===== src/design/asids_pkg.sv =====
// ----------------------------------------------------------------------------
// asids_pkg
// shared constants and types for the packed list store
// ----------------------------------------------------------------------------
package asids_pkg;

  localparam int Depth = 64;
  localparam int AddrW = $clog2(Depth);
  localparam int CntW = AddrW + 1;

  localparam logic [2:0] ACT_APPEND = 3'd0;
  localparam logic [2:0] ACT_INSERT = 3'd1;
  localparam logic [2:0] ACT_DELETE = 3'd2;
  localparam logic [2:0] ACT_GET = 3'd3;
  localparam logic [2:0] ACT_SET = 3'd4;
  localparam logic [2:0] ACT_SEARCH = 3'd5;

  localparam logic [1:0] ST_OK = 2'd0;
  localparam logic [1:0] ST_RANGE = 2'd1;
  localparam logic [1:0] ST_FULL = 2'd2;
  localparam logic [1:0] ST_MISS = 2'd3;

  // memory access request from the sequencer
  typedef struct packed {
    logic             rd_en;
    logic [AddrW-1:0] rd_addr;
    logic             wr_en;
    logic [AddrW-1:0] wr_addr;
    logic [31:0]      wr_data;
  } mem_req_t;

endpackage


===== src/design/asids_mem.sv =====
// ----------------------------------------------------------------------------
// asids_mem
// entry memory, one write and one registered read per cycle
// ----------------------------------------------------------------------------
module asids_mem (
  input  logic                 clk,
  input  asids_pkg::mem_req_t  req,
  output logic [31:0]          rd_data
);

  logic [31:0] mem [asids_pkg::Depth];

  // write port and registered read port
  always_ff @(posedge clk) begin
    if (req.wr_en) begin
      mem[req.wr_addr] <= req.wr_data;
    end
    if (req.rd_en) begin
      rd_data <= mem[req.rd_addr];
    end
  end

endmodule


===== src/design/asids_seq.sv =====
// ----------------------------------------------------------------------------
// asids_seq
// sequencer: shifts entries one per step and runs the binary search probes
// ----------------------------------------------------------------------------
module asids_seq (
  input  logic                         clk,
  input  logic                         rst,
  input  logic                         cfg_we,
  input  logic [6:0]                   cfg_data,
  input  logic                         in_go,
  input  logic [2:0]                   in_action,
  input  logic [6:0]                   in_index,
  input  logic [31:0]                  in_value,
  output logic                         busy,
  output logic                         res_valid,
  input  logic                         res_ready,
  output logic [31:0]                  res_value,
  output logic [1:0]                   res_status,
  output logic [6:0]                   res_count,
  output asids_pkg::mem_req_t          req,
  input  logic [31:0]                  rd_data
);

  localparam int CW = asids_pkg::CntW;
  localparam int AW = asids_pkg::AddrW;

  typedef enum logic [2:0] {S_IDLE, S_SHIFT_RD, S_SHIFT_WR, S_READ, S_SRCH_RD,
                            S_SRCH_CMP, S_DONE} state_t;

  state_t        state;
  logic [6:0]    capacity;
  logic [CW-1:0] fill;
  logic [2:0]    act;
  logic [CW-1:0] idx;
  logic [31:0]   key;
  logic [CW-1:0] ptr;
  logic [CW:0]   lo;
  logic [CW:0]   hi;
  logic [CW:0]   mid;

  logic [CW-1:0] limit;
  logic [CW-1:0] in_idx;
  logic          in_range;

  assign limit = (capacity < 7'(asids_pkg::Depth)) ? CW'(capacity) : CW'(asids_pkg::Depth);
  assign in_idx = CW'(in_index);
  assign in_range = (7'(in_index) < 7'(fill));
  assign busy = (state != S_IDLE);
  assign res_valid = (state == S_DONE);

  // memory request
  always_comb begin
    req = '0;
    case (state)
      S_IDLE: begin
        req.rd_en = in_go;
        req.rd_addr = in_index[AW-1:0];
        req.wr_en = in_go && (in_action == asids_pkg::ACT_APPEND) &&
                    (fill < limit);
        req.wr_addr = fill[AW-1:0];
        req.wr_data = in_value;
        if (in_go && (in_action == asids_pkg::ACT_SET) && in_range) begin
          req.wr_en = 1'b1;
          req.wr_addr = in_index[AW-1:0];
        end
      end
      S_SHIFT_RD: begin
        req.rd_en = 1'b1;
        req.rd_addr = (act == asids_pkg::ACT_INSERT) ? AW'(ptr - 1'b1) : AW'(ptr + 1'b1);
      end
      S_SHIFT_WR: begin
        req.wr_en = 1'b1;
        req.wr_addr = ptr[AW-1:0];
        req.wr_data = rd_data;
      end
      S_SRCH_RD: begin
        req.rd_en = 1'b1;
        req.rd_addr = mid[AW-1:0];
      end
      default: req = '0;
    endcase
    if (state == S_SHIFT_RD && act == asids_pkg::ACT_INSERT && ptr == idx) begin
      req.rd_en = 1'b0;
      req.wr_en = 1'b1;
      req.wr_addr = ptr[AW-1:0];
      req.wr_data = key;
    end
  end

  // state and registered outputs
  always_ff @(posedge clk) begin
    if (rst) begin
      state <= S_IDLE;
      capacity <= 7'd64;
      fill <= '0;
    end else begin
      if (cfg_we) begin
        capacity <= cfg_data;
      end
      case (state)
        S_IDLE: begin
          if (in_go) begin
            act <= in_action;
            idx <= in_idx;
            key <= in_value;
            res_value <= '0;
            res_status <= asids_pkg::ST_OK;
            res_count <= 7'(fill);
            state <= S_DONE;
            case (in_action)
              asids_pkg::ACT_APPEND: begin
                if (fill < limit) begin
                  fill <= fill + 1'b1;
                  res_count <= 7'(fill + 1'b1);
                end else begin
                  res_status <= asids_pkg::ST_FULL;
                end
              end
              asids_pkg::ACT_INSERT: begin
                if (7'(in_index) > 7'(fill)) begin
                  res_status <= asids_pkg::ST_RANGE;
                end else if (fill >= limit) begin
                  res_status <= asids_pkg::ST_FULL;
                end else begin
                  ptr <= fill;
                  state <= S_SHIFT_RD;
                end
              end
              asids_pkg::ACT_DELETE, asids_pkg::ACT_GET: begin
                if (in_range) begin
                  ptr <= in_idx;
                  state <= S_READ;
                end else begin
                  res_status <= asids_pkg::ST_RANGE;
                  if (in_action == asids_pkg::ACT_GET) begin
                    res_value <= '1;
                  end
                end
              end
              asids_pkg::ACT_SET: begin
                if (!in_range) begin
                  res_status <= asids_pkg::ST_RANGE;
                end
              end
              asids_pkg::ACT_SEARCH: begin
                lo <= '0;
                hi <= (CW+1)'(fill) - 1'b1;
                state <= S_SRCH_RD;
              end
              default: ;
            endcase
          end
        end
        // removed or read word is now on the read port
        S_READ: begin
          res_value <= rd_data;
          if (act == asids_pkg::ACT_DELETE) begin
            state <= S_SHIFT_RD;
          end else begin
            state <= S_DONE;
          end
        end
        S_SHIFT_RD: begin
          if (act == asids_pkg::ACT_INSERT) begin
            if (ptr == idx) begin
              fill <= fill + 1'b1;
              res_count <= 7'(fill + 1'b1);
              state <= S_DONE;
            end else begin
              state <= S_SHIFT_WR;
            end
          end else if (ptr + 1'b1 >= fill) begin
            fill <= fill - 1'b1;
            res_count <= 7'(fill - 1'b1);
            state <= S_DONE;
          end else begin
            state <= S_SHIFT_WR;
          end
        end
        S_SHIFT_WR: begin
          ptr <= (act == asids_pkg::ACT_INSERT) ? ptr - 1'b1 : ptr + 1'b1;
          state <= S_SHIFT_RD;
        end
        S_SRCH_RD: begin
          if ($signed(lo) > $signed(hi)) begin
            res_value <= '1;
            res_status <= asids_pkg::ST_MISS;
            state <= S_DONE;
          end else begin
            state <= S_SRCH_CMP;
          end
        end
        // one probe word compared with the key per probe
        S_SRCH_CMP: begin
          if (rd_data == key) begin
            res_value <= 32'(mid);
            state <= S_DONE;
          end else begin
            if ($signed(key) < $signed(rd_data)) begin
              hi <= mid - 1'b1;
            end else begin
              lo <= mid + 1'b1;
            end
            state <= S_SRCH_RD;
          end
        end
        S_DONE: begin
          if (res_ready) begin
            state <= S_IDLE;
          end
        end
        default: state <= S_IDLE;
      endcase
    end
  end

  assign mid = (lo + hi) >> 1;

endmodule


===== src/design/array_store_insert_delete_search_top.sv =====
// ----------------------------------------------------------------------------
// array_store_insert_delete_search_top
// packed list of signed words with insert, delete, get, set and search
// ----------------------------------------------------------------------------
// channel  dir  contents
// s_axis   in   tdata: action[2:0], index[9:3], value[41:10]
// m_axis   out  tdata: result_value[31:0], status[33:32], count[40:34]
// cfg      in   cfg_we, cfg_data: capacity
//
// append, set and rejected requests show the result word the cycle after accept
// get passes through S_READ first to take the registered memory read
// insert and delete move one entry per S_SHIFT_RD / S_SHIFT_WR pair
// search runs each probe through S_SRCH_RD and S_SRCH_CMP, at most log2(64)+1 probes
// one request at a time; s_axis_tready is low until the result is taken
// rst is synchronous; it empties the list and sets capacity to 64
module array_store_insert_delete_search_top (
  input  logic        clk,
  input  logic        rst,
  input  logic        cfg_we,
  input  logic [6:0]  cfg_data,
  input  logic        s_axis_tvalid,
  output logic        s_axis_tready,
  input  logic [47:0] s_axis_tdata,   // action, index, value
  output logic        m_axis_tvalid,
  input  logic        m_axis_tready,
  output logic [47:0] m_axis_tdata    // result_value, status, count
);

  asids_pkg::mem_req_t req;
  logic [31:0] rd_data;
  logic        busy;
  logic [31:0] res_value;
  logic [1:0]  res_status;
  logic [6:0]  res_count;

  assign s_axis_tready = !busy;

  asids_seq u_seq (
    .clk       (clk),
    .rst       (rst),
    .cfg_we    (cfg_we),
    .cfg_data  (cfg_data),
    .in_go     (s_axis_tvalid && s_axis_tready),
    .in_action (s_axis_tdata[2:0]),
    .in_index  (s_axis_tdata[9:3]),
    .in_value  (s_axis_tdata[41:10]),
    .busy      (busy),
    .res_valid (m_axis_tvalid),
    .res_ready (m_axis_tready),
    .res_value (res_value),
    .res_status(res_status),
    .res_count (res_count),
    .req       (req),
    .rd_data   (rd_data)
  );

  asids_mem u_mem (
    .clk    (clk),
    .req    (req),
    .rd_data(rd_data)
  );

  assign m_axis_tdata = {7'd0, res_count, res_status, res_value};

`ifndef SYNTHESIS
  // no new word accepted while a result waits
  a_no_accept_busy: assert property (@(posedge clk) disable iff (rst)
    m_axis_tvalid |-> !s_axis_tready) else $error("accept while result pending");
  // count never exceeds depth
  a_count_max: assert property (@(posedge clk) disable iff (rst)
    m_axis_tvalid |-> (m_axis_tdata[40:34] <= 7'd64)) else $error("count over depth");
  // result leaves only when taken
  a_res_hold: assert property (@(posedge clk) disable iff (rst)
    m_axis_tvalid && !m_axis_tready |=> m_axis_tvalid) else $error("result dropped");
`endif

endmodule

===== config.mk =====
export PLATFORM = sky130hd
export DESIGN_NAME = array_store_insert_delete_search_top
export DESIGN_NICKNAME = d
export VERILOG_FILES = /design/src/design/asids_pkg.sv /design/src/design/asids_mem.sv /design/src/design/asids_seq.sv /design/src/design/array_store_insert_delete_search_top.sv
export SDC_FILE = /design/constraint.sdc
export NUM_CORES = 2
export LEC_CHECK = 0
export ABC_AREA = 0
export BUFFER_PORTS_ARGS = -buffer_cell sky130_fd_sc_hd__buf_2
export CAP_MARGIN = 30
export CORE_ASPECT_RATIO = 0.5
export CORE_MARGIN = 3
export CORE_UTILIZATION = 60
export DETAILED_ROUTE_END_ITERATION = 6
export GPL_TIMING_DRIVEN = 0
export PLACE_DENSITY = 0.76
export SYNTH_ARGS = -nofsm -noshare
export SYNTH_HDL_FRONTEND = slang
export SYNTH_SLANG_ARGS = --single-unit

===== constraint.sdc =====
create_clock -name clk -period 6.1 [get_ports clk]
set_input_delay 0 -clock clk [delete_from_list [all_inputs] [get_ports clk]]
set_output_delay 0 -clock clk [all_outputs]
set_load 0.01 [all_outputs]

# Word level (Yosys, flattened, before mapping)
# Memories as Yosys holds them, arrays and structs flattened. A register that Yosys moved wholly into a read port is not among the register bits.
# Cells that the tools add are included.
[totals]
mem_count = 1
inputBits = 60
elab_cells = 147
out_inout_bits = 50
ramBits = 2048
reg_bits = 123
[op_classes]
n_addsub = 8
eq_ne = 29
mux = 61
reduce_logical = 27
bitwise_logic = 1
order_cmp = 8
[mem_list]
columns = ["memory", "words", "width", "rd", "rd_clocked_by_memory_dff", "write_ports", "line", "text"]
rows = [
  ["u_mem.mem", 64, 32, 1, 1, 1, "asids_mem.sv:11", "logic [31:0] mem [asids_pkg::Depth];"],
]
[op_table]
columns = ["operator", "n"]
rows = [
  ["$mux W32", 6],
  ["$pmux W32 S4", 1],
  ["$mux W7", 13],
  ["$pmux W39 S2", 1],
  ["$mux W8", 8],
  ["$pmux W7 S2", 3],
  ["$mux W39", 1],
  ["$eq A32 B32 Y1", 1],
  ["$lt A32 B32 Y1", 1],
  ["$pmux W8 S2", 2],
  ["$mux W3", 9],
  ["$pmux W3 S7", 1],
  ["$pmux W7 S3", 1],
  ["$sub A7 B1 Y8 const B", 2],
  ["$eq A3 B2 Y1 const B", 5],
  ["$eq A3 B3 Y1 const B", 5],
  ["$add A7 B1 Y7 const B", 2],
  ["$ge A7 B7 Y1", 2],
  ["$lt A7 B7 Y1", 2],
  ["$mux W2", 7],
  ["$sub A7 B1 Y7 const B", 2],
  ["$ne A3 B3 Y1 const B", 4],
  ["$reduce_and A6 Y1", 2],
  ["$ne A2 B1 Y1 const B", 5],
  ["28 further kinds", 48],
]

# Depth between registers and ports, before layout
[depth]
depth_word = 10
mapped_depth = 15
depth_no_buf = 11

# Hierarchy
# A second synthesis with hierarchy kept.
[unflattened]
cells_unflattened = 4406
area_unflattened_um2 = 87823.0
[modules_own_cells]
columns = ["mod", "seq_area_each_um2", "cells_each", "n_inst", "area_each_um2"]
rows = [
  ["asids_mem", 62459.9, 3511, 1, 79359.9],
  ["asids_seq", 3523.4, 885, 1, 8396.8],
  ["array_store_insert_delete_search_top", 0.0, 10, 1, 66.3],
]

# Worst setup path after synthesis
# Ideal clock, no wire load.
[synth_path]
kind = "register to register"
from = "register u_seq.fill[3]"
to = "memory u_mem.mem[33][0] (enable)"
t_required_ps = 5679
t_arrival_ps = 4137
setup_slack_ps = 1541
period_less_slack_ps = 4559
path_buffers = 1
setup_time_ps = 421
stages_incl_launch_ff = 12
path_cell_list = "dfxtp_1 > clkbuf_1 > inv_1 > ha_1 > a21o_1 > a21o_1 > a21o_1 > nor3_2 > mux2i_1 > a2bb2oi_1 > nand3_1 > nor2_1"
[synth_between]
elab_chain_len = 7
elab_cells_between_ends = 9
[synth_lines]
columns = ["item", "line", "text"]
rows = [
  ["start: declaration", "asids_seq.sv:32", "logic [CW-1:0] fill;"],
  ["start signal: assignment", "asids_seq.sv:113", "fill <= fill + 1'b1;"],
  ["start signal: assignment", "asids_seq.sv:166", "fill <= fill + 1'b1;"],
  ["start signal: assignment", "asids_seq.sv:173", "fill <= fill - 1'b1;"],
  ["$lt A7 B7 Y1 (on tied branches)", "asids_seq.sv:59, asids_seq.sv:47", ""],
  ["$logic_and A1 B1 Y1 (on tied branches)", "asids_seq.sv:58, asids_seq.sv:62", ""],
  ["$mux W7 (*)", "asids_seq.sv:62", "if (in_go && (in_action == asids_pkg::ACT_SET) && in_range) begin"],
  ["$pmux W39 S2 (*)", "asids_seq.sv:54", "case (state)"],
  ["$mux W39 (*)", "asids_seq.sv:82", "if (state == S_SHIFT_RD && act == asids_pkg::ACT_INSERT && ptr == idx) begin"],
  ["$mux W1", "asids_mem.sv:15", "if (req.wr_en) begin"],
  ["$mux W1 (not written as such)", "asids_mem.sv:16", "mem[req.wr_addr] <= req.wr_data;"],
  ["end: declaration", "asids_mem.sv:11", ""],
]
# Mark *: on every way between the ends. The rest lies on a longest branch, timed or not.

# Final worst setup path
[layout_path]
from = "register u_seq.hi[0]"
to = "register u_mem.rd_data[31], read port of u_mem.mem (data pin)"
[layout_between]
elab_chain_len = 2
[layout_lines]
columns = ["item", "line", "text"]
rows = [
  ["start: declaration", "asids_seq.sv:38", "logic [CW:0] hi;"],
  ["start signal: assignment", "asids_seq.sv:147", "hi <= (CW+1)'(fill) - 1'b1;"],
  ["start signal: assignment", "asids_seq.sv:200", "hi <= mid - 1'b1;"],
  ["$add A8 B8 Y8", "asids_seq.sv:217", "assign mid = (lo + hi) >> 1;"],
  ["$pmux W7 S3", "asids_seq.sv:54", ""],
  ["end: declaration", "asids_mem.sv:8", "output logic [31:0] rd_data"],
]
# No other way between the ends.
# A chain may end at the register's enable or synchronous reset.

==> summary.txt <==
Outcome
  • Outcome: finished, violations left
  • Violated checks: design-rule violations, negative setup slack

Worst setup path
  • Worst endpoint data arrival time: 6.75 ns
  • CP max stage delay: 0.86 ns
  • Cell Chain, Critical Path: ha_1 > fa_1 > and3b_1 > buf_2 > a31oi_4 > or2_1 > buf_4 > buf_6 > buf_2 > buf_2 > nand2_1 > a311oi_1 > a31o_2 > o21ai_1 > nor4_1
  • Reg2reg start: u_seq.hi[0]
  • Crit path max-delay family: buffers and inverters
  • Required time worst endpoint: 6.59 ns
  • Critical path launch point type: flip-flop
  • R2R depth: 15
  • Nature of the critical path endpoint: flip-flop
  • Slowest stage cell on the critical path: nor4_1
  • CP Max Fanout: 10
  • Critical path class: reg2reg
  • End of the worst register-to-register path: u_mem.rd_data[31]
  • Number of buffers and inverters on the critical path: 5
  • Most Frequent Cell on Critical Path: buf_2
  • Worst R2R Setup Slack: -0.16 ns

Clocking
  • Clk root buf: clkbuf_16
  • Clock slew at reported path FFs: 0.07 ns
  • H-tree depth reported by CTS: 4
  • Worst skew pair latency: 0.86 ns
  • Clock Sinks: 2203
  • Num CTS Buffers: 190
  • CTS max path bufs: 4
  • TritonCTS clock tree: built

Flow run
  • MaxCap Viol Count: 0

Power
  • Pwr Density: 546.1 mW/mm^2
  • Worst IR drop on VDD: 0.4128 mV
  • Flop pwr share: 0.356
  • Comb pwr share: 0.440
  • Clk pwr share: 0.204
  • Leak: 36.94 nW
  • Power Total: 0.05663 W
  • Pint: 0.03342 W
  • Switching Fraction: 0.4099
  • Psw: 0.02322 W

Global route
  • GRT Util Overall: 0.3617
  • Total gr overflow: 0
  • First-pass GRT wire length: 394.2 mm
  • Via count of the first global-routing pass: 52.55k
  • Largest net degree at the start of global routing: 65
  • Initial antenna violation count: 20

Yosys
  • Top FF cell, synth: edfxtp_1
  • Commonest cells post-synth: edfxtp_1, nand2_1, mux2i_1, nand3_1, clkbuf_1
  • Synthesized flop and latch total: 2203
  • Top cells by area, synth: edfxtp_1, mux2i_1, mux4_2, nand2_1, nand3_1
  • Post-synth top area share: 0.7240
  • Synth unique cells: 83
  • Sequential area share after synthesis: 0.7277
  • Avg Inst Size Synth: 16.18 um^2
  • Async SR Flop Fraction: 0
  • Synth area leader: edfxtp_1
  • Cell Area, Synth: 0.09067 mm^2
  • Post-synth EDFFs: 2186
  • Yosys warns: 0
  • Most frequent cell after synthesis: edfxtp_1
  • Synth Instances: 5605

Min path
  • Hold path cells: 2
  • Hold Crit Start: s_axis_tdata[9]
  • Hold WC Path Type: in2reg
  • End of the worst hold path: u_seq.idx[6]

Placement
  • Detailed Place HPWL: 196.4 mm
  • Dpl cells: 7828
  • GP Congestion: 1.043
  • DP Worst Slack: -0.03796 ns
  • IO Port Bufs: 94

Drt
  • Initial DRC Count: 10.07k
  • Via/cell ratio: 6.750
  • Length of the first detailed-routing pass in iterations: 7
  • Drt drc: 27
  • Post-Route WL: 284.0 mm
  • Via count: 55.89k
  • Antenna Violating Nets Remaining: 0
  • Final routed wire length divided by cell count: 34.31 um

Cells and area
  • Final Net Count: 6278
  • Finished Layout Cells: 8279
  • Fill count: 9596
  • Share of layout cells above drive strength 1: 0.1501
  • Synthesis-to-layout area growth: 14.38%

Floorplanning
  • Starting Density: 0.6069
  • FP Rows: 100
  • Die width: 555.8 um
  • Core Box Area: 0.1494 mm^2
  • Die area: 0.1561 mm^2
  • I/O pins: 110
  • Height of the die: 280.9 um

Timing
  • Final Hold Viols: 0
  • Setup Skew: 0.07979 ns
  • Slew at the pin closest to its max-slew limit: 1.165 ns
  • Setup ws final: -0.1644 ns
  • Fin crit share: 1.027
  • Setup violations, final: 4
  • Slew HR: 0.2175
  • Setup_tns: -0.3609 ns
  • Final hold slack: 0.05453 ns
  • Final Max Slew Viols: 0
  • Final min period: 6.264 ns
  • Fmax: 0.1596 GHz
==> flip-flops by register name, indices dropped and copies added (netlist names), 8 cells and up <==
register and flops:
u_mem.mem 2048, u_mem.rd_data 32, u_seq.key 32, u_seq.lo 8
u_seq.res_value 32, u_seq.hi 8
==> layout by cell type, fill, tap and decap left out, types with 58 or more instances in the layout <==
master	n
a311oi_1	96
ha_1	74
buf_12	73
and3_1	67
mux2i_1	666
edfxtp_1	2186
inv_1	66
o21ai_0	67
nand3_1	358
clkbuf_16	192
clkbuf_1	237
buf_2	180
nand2_1	736
dlygate4sd3_1	92
nor2_1	58
nor2_4	66
mux4_2	155
==> power by group through the flow <==
stage / Sequential, W / Clock (W) / Combinational (W)
after global routing: 0.0202 / 0.0122 / 0.0254
after global placement: 0.0208 / 0 / 0.0219
after detailed placement: 0.0204 / 0 / 0.0234
after floorplan: 0.0204 / 0 / 0.0124
final: 0.0202 / 0.0116 / 0.0249
after CTS: 0.0201 / 0.0116 / 0.0236
==> what timing repair did <==
item / in CTS / in global routing
endpoints found under the hold margin: 239 / 0
gates resized for setup: 5 / 6
hold buffers: 92 / 0
setup endpoints to repair: 5 / 6
setup buffers: 0 / 0
==> cell families after synthesis <==
logic type / count (synthesis) / synth area share
compound gates: 543 / 0.04726
mux: 823 / 0.1123
fa+ha+maj: 75 / 0.01043
buf+inv: 453 / 0.02320
other cells: 1 / 0.00004136
simple gates: 1471 / 0.07551
xor+xnor: 36 / 0.003560
flops: 2203 / 0.7277
==> metrics by stage <==
stage / utilization / cell area (um^2)
floorplan: - / 90690
global placement: 0.6269 / 93650
detailed placement: 0.6477 / 96770
CTS: 0.6923 / 103400
global route: 0.6941 / 103700
finish: 0.6942 / 103700
==> area by class of cell <==
type | instances | area [um^2] | share of cell area
Buffer | 353 | 1728 | 0.01666
Multi-Input combinational cell | 2955 | 23220 | 0.2239
Inverter | 100 | 387.9 | 0.003740
Clock inverter | 90 | 700.7 | 0.006756
Timing Repair Buffer | 340 | 4182 | 0.04032
Antenna cell | 9 | 22.52 | 0.0002172
Tap cell | 1989 | 2489 | 0.02400
Clock buffer | 240 | 4995 | 0.04816
Sequential cell | 2203 | 65980 | 0.6362
==> worst register-to-register path, stage by stage, from the launching register on <==
cell	delay (ns)
edfxtp_1	0.41
ha_1	0.25
fa_1	0.69
and3b_1	0.29
buf_2	0.18
a31oi_4	0.55
or2_1	0.21
buf_4	0.34
buf_6	0.32
buf_2	0.52
buf_2	0.50
nand2_1	0.11
a311oi_1	0.45
a31o_2	0.19
o21ai_1	0.11
nor4_1	0.86
==> per-layer routing <==
metal | track usage | wire, um | vias up
met4 | 0.1206 | 10830 | 4
met1 | 0.5114 | 106600 | 28179
met2 | 0.5118 | 119800 | 4131
met5 | 0.003315 | 91 | -
met3 | 0.1502 | 46630 | 629
li1 | - | - | 22943
==> worst max-delay path by stage <==
stage                             start                end  slack (ns)  depth (start not counted)
after floorplan           u_seq.fill[3]   u_mem.mem[33][0]        1.54                         11
after global placement    u_seq.fill[3]  u_mem.mem[53][10]       -1.63                         11
after detailed placement    u_seq.hi[0]  u_mem.rd_data[15]       -0.04                         15
after CTS                   u_seq.hi[0]  u_mem.rd_data[15]        0.14                         15
after global routing        u_seq.hi[0]  u_mem.rd_data[25]       -0.07                         16
final                       u_seq.hi[0]  u_mem.rd_data[31]       -0.16                         15
Power figures use the tool's default switching activity.
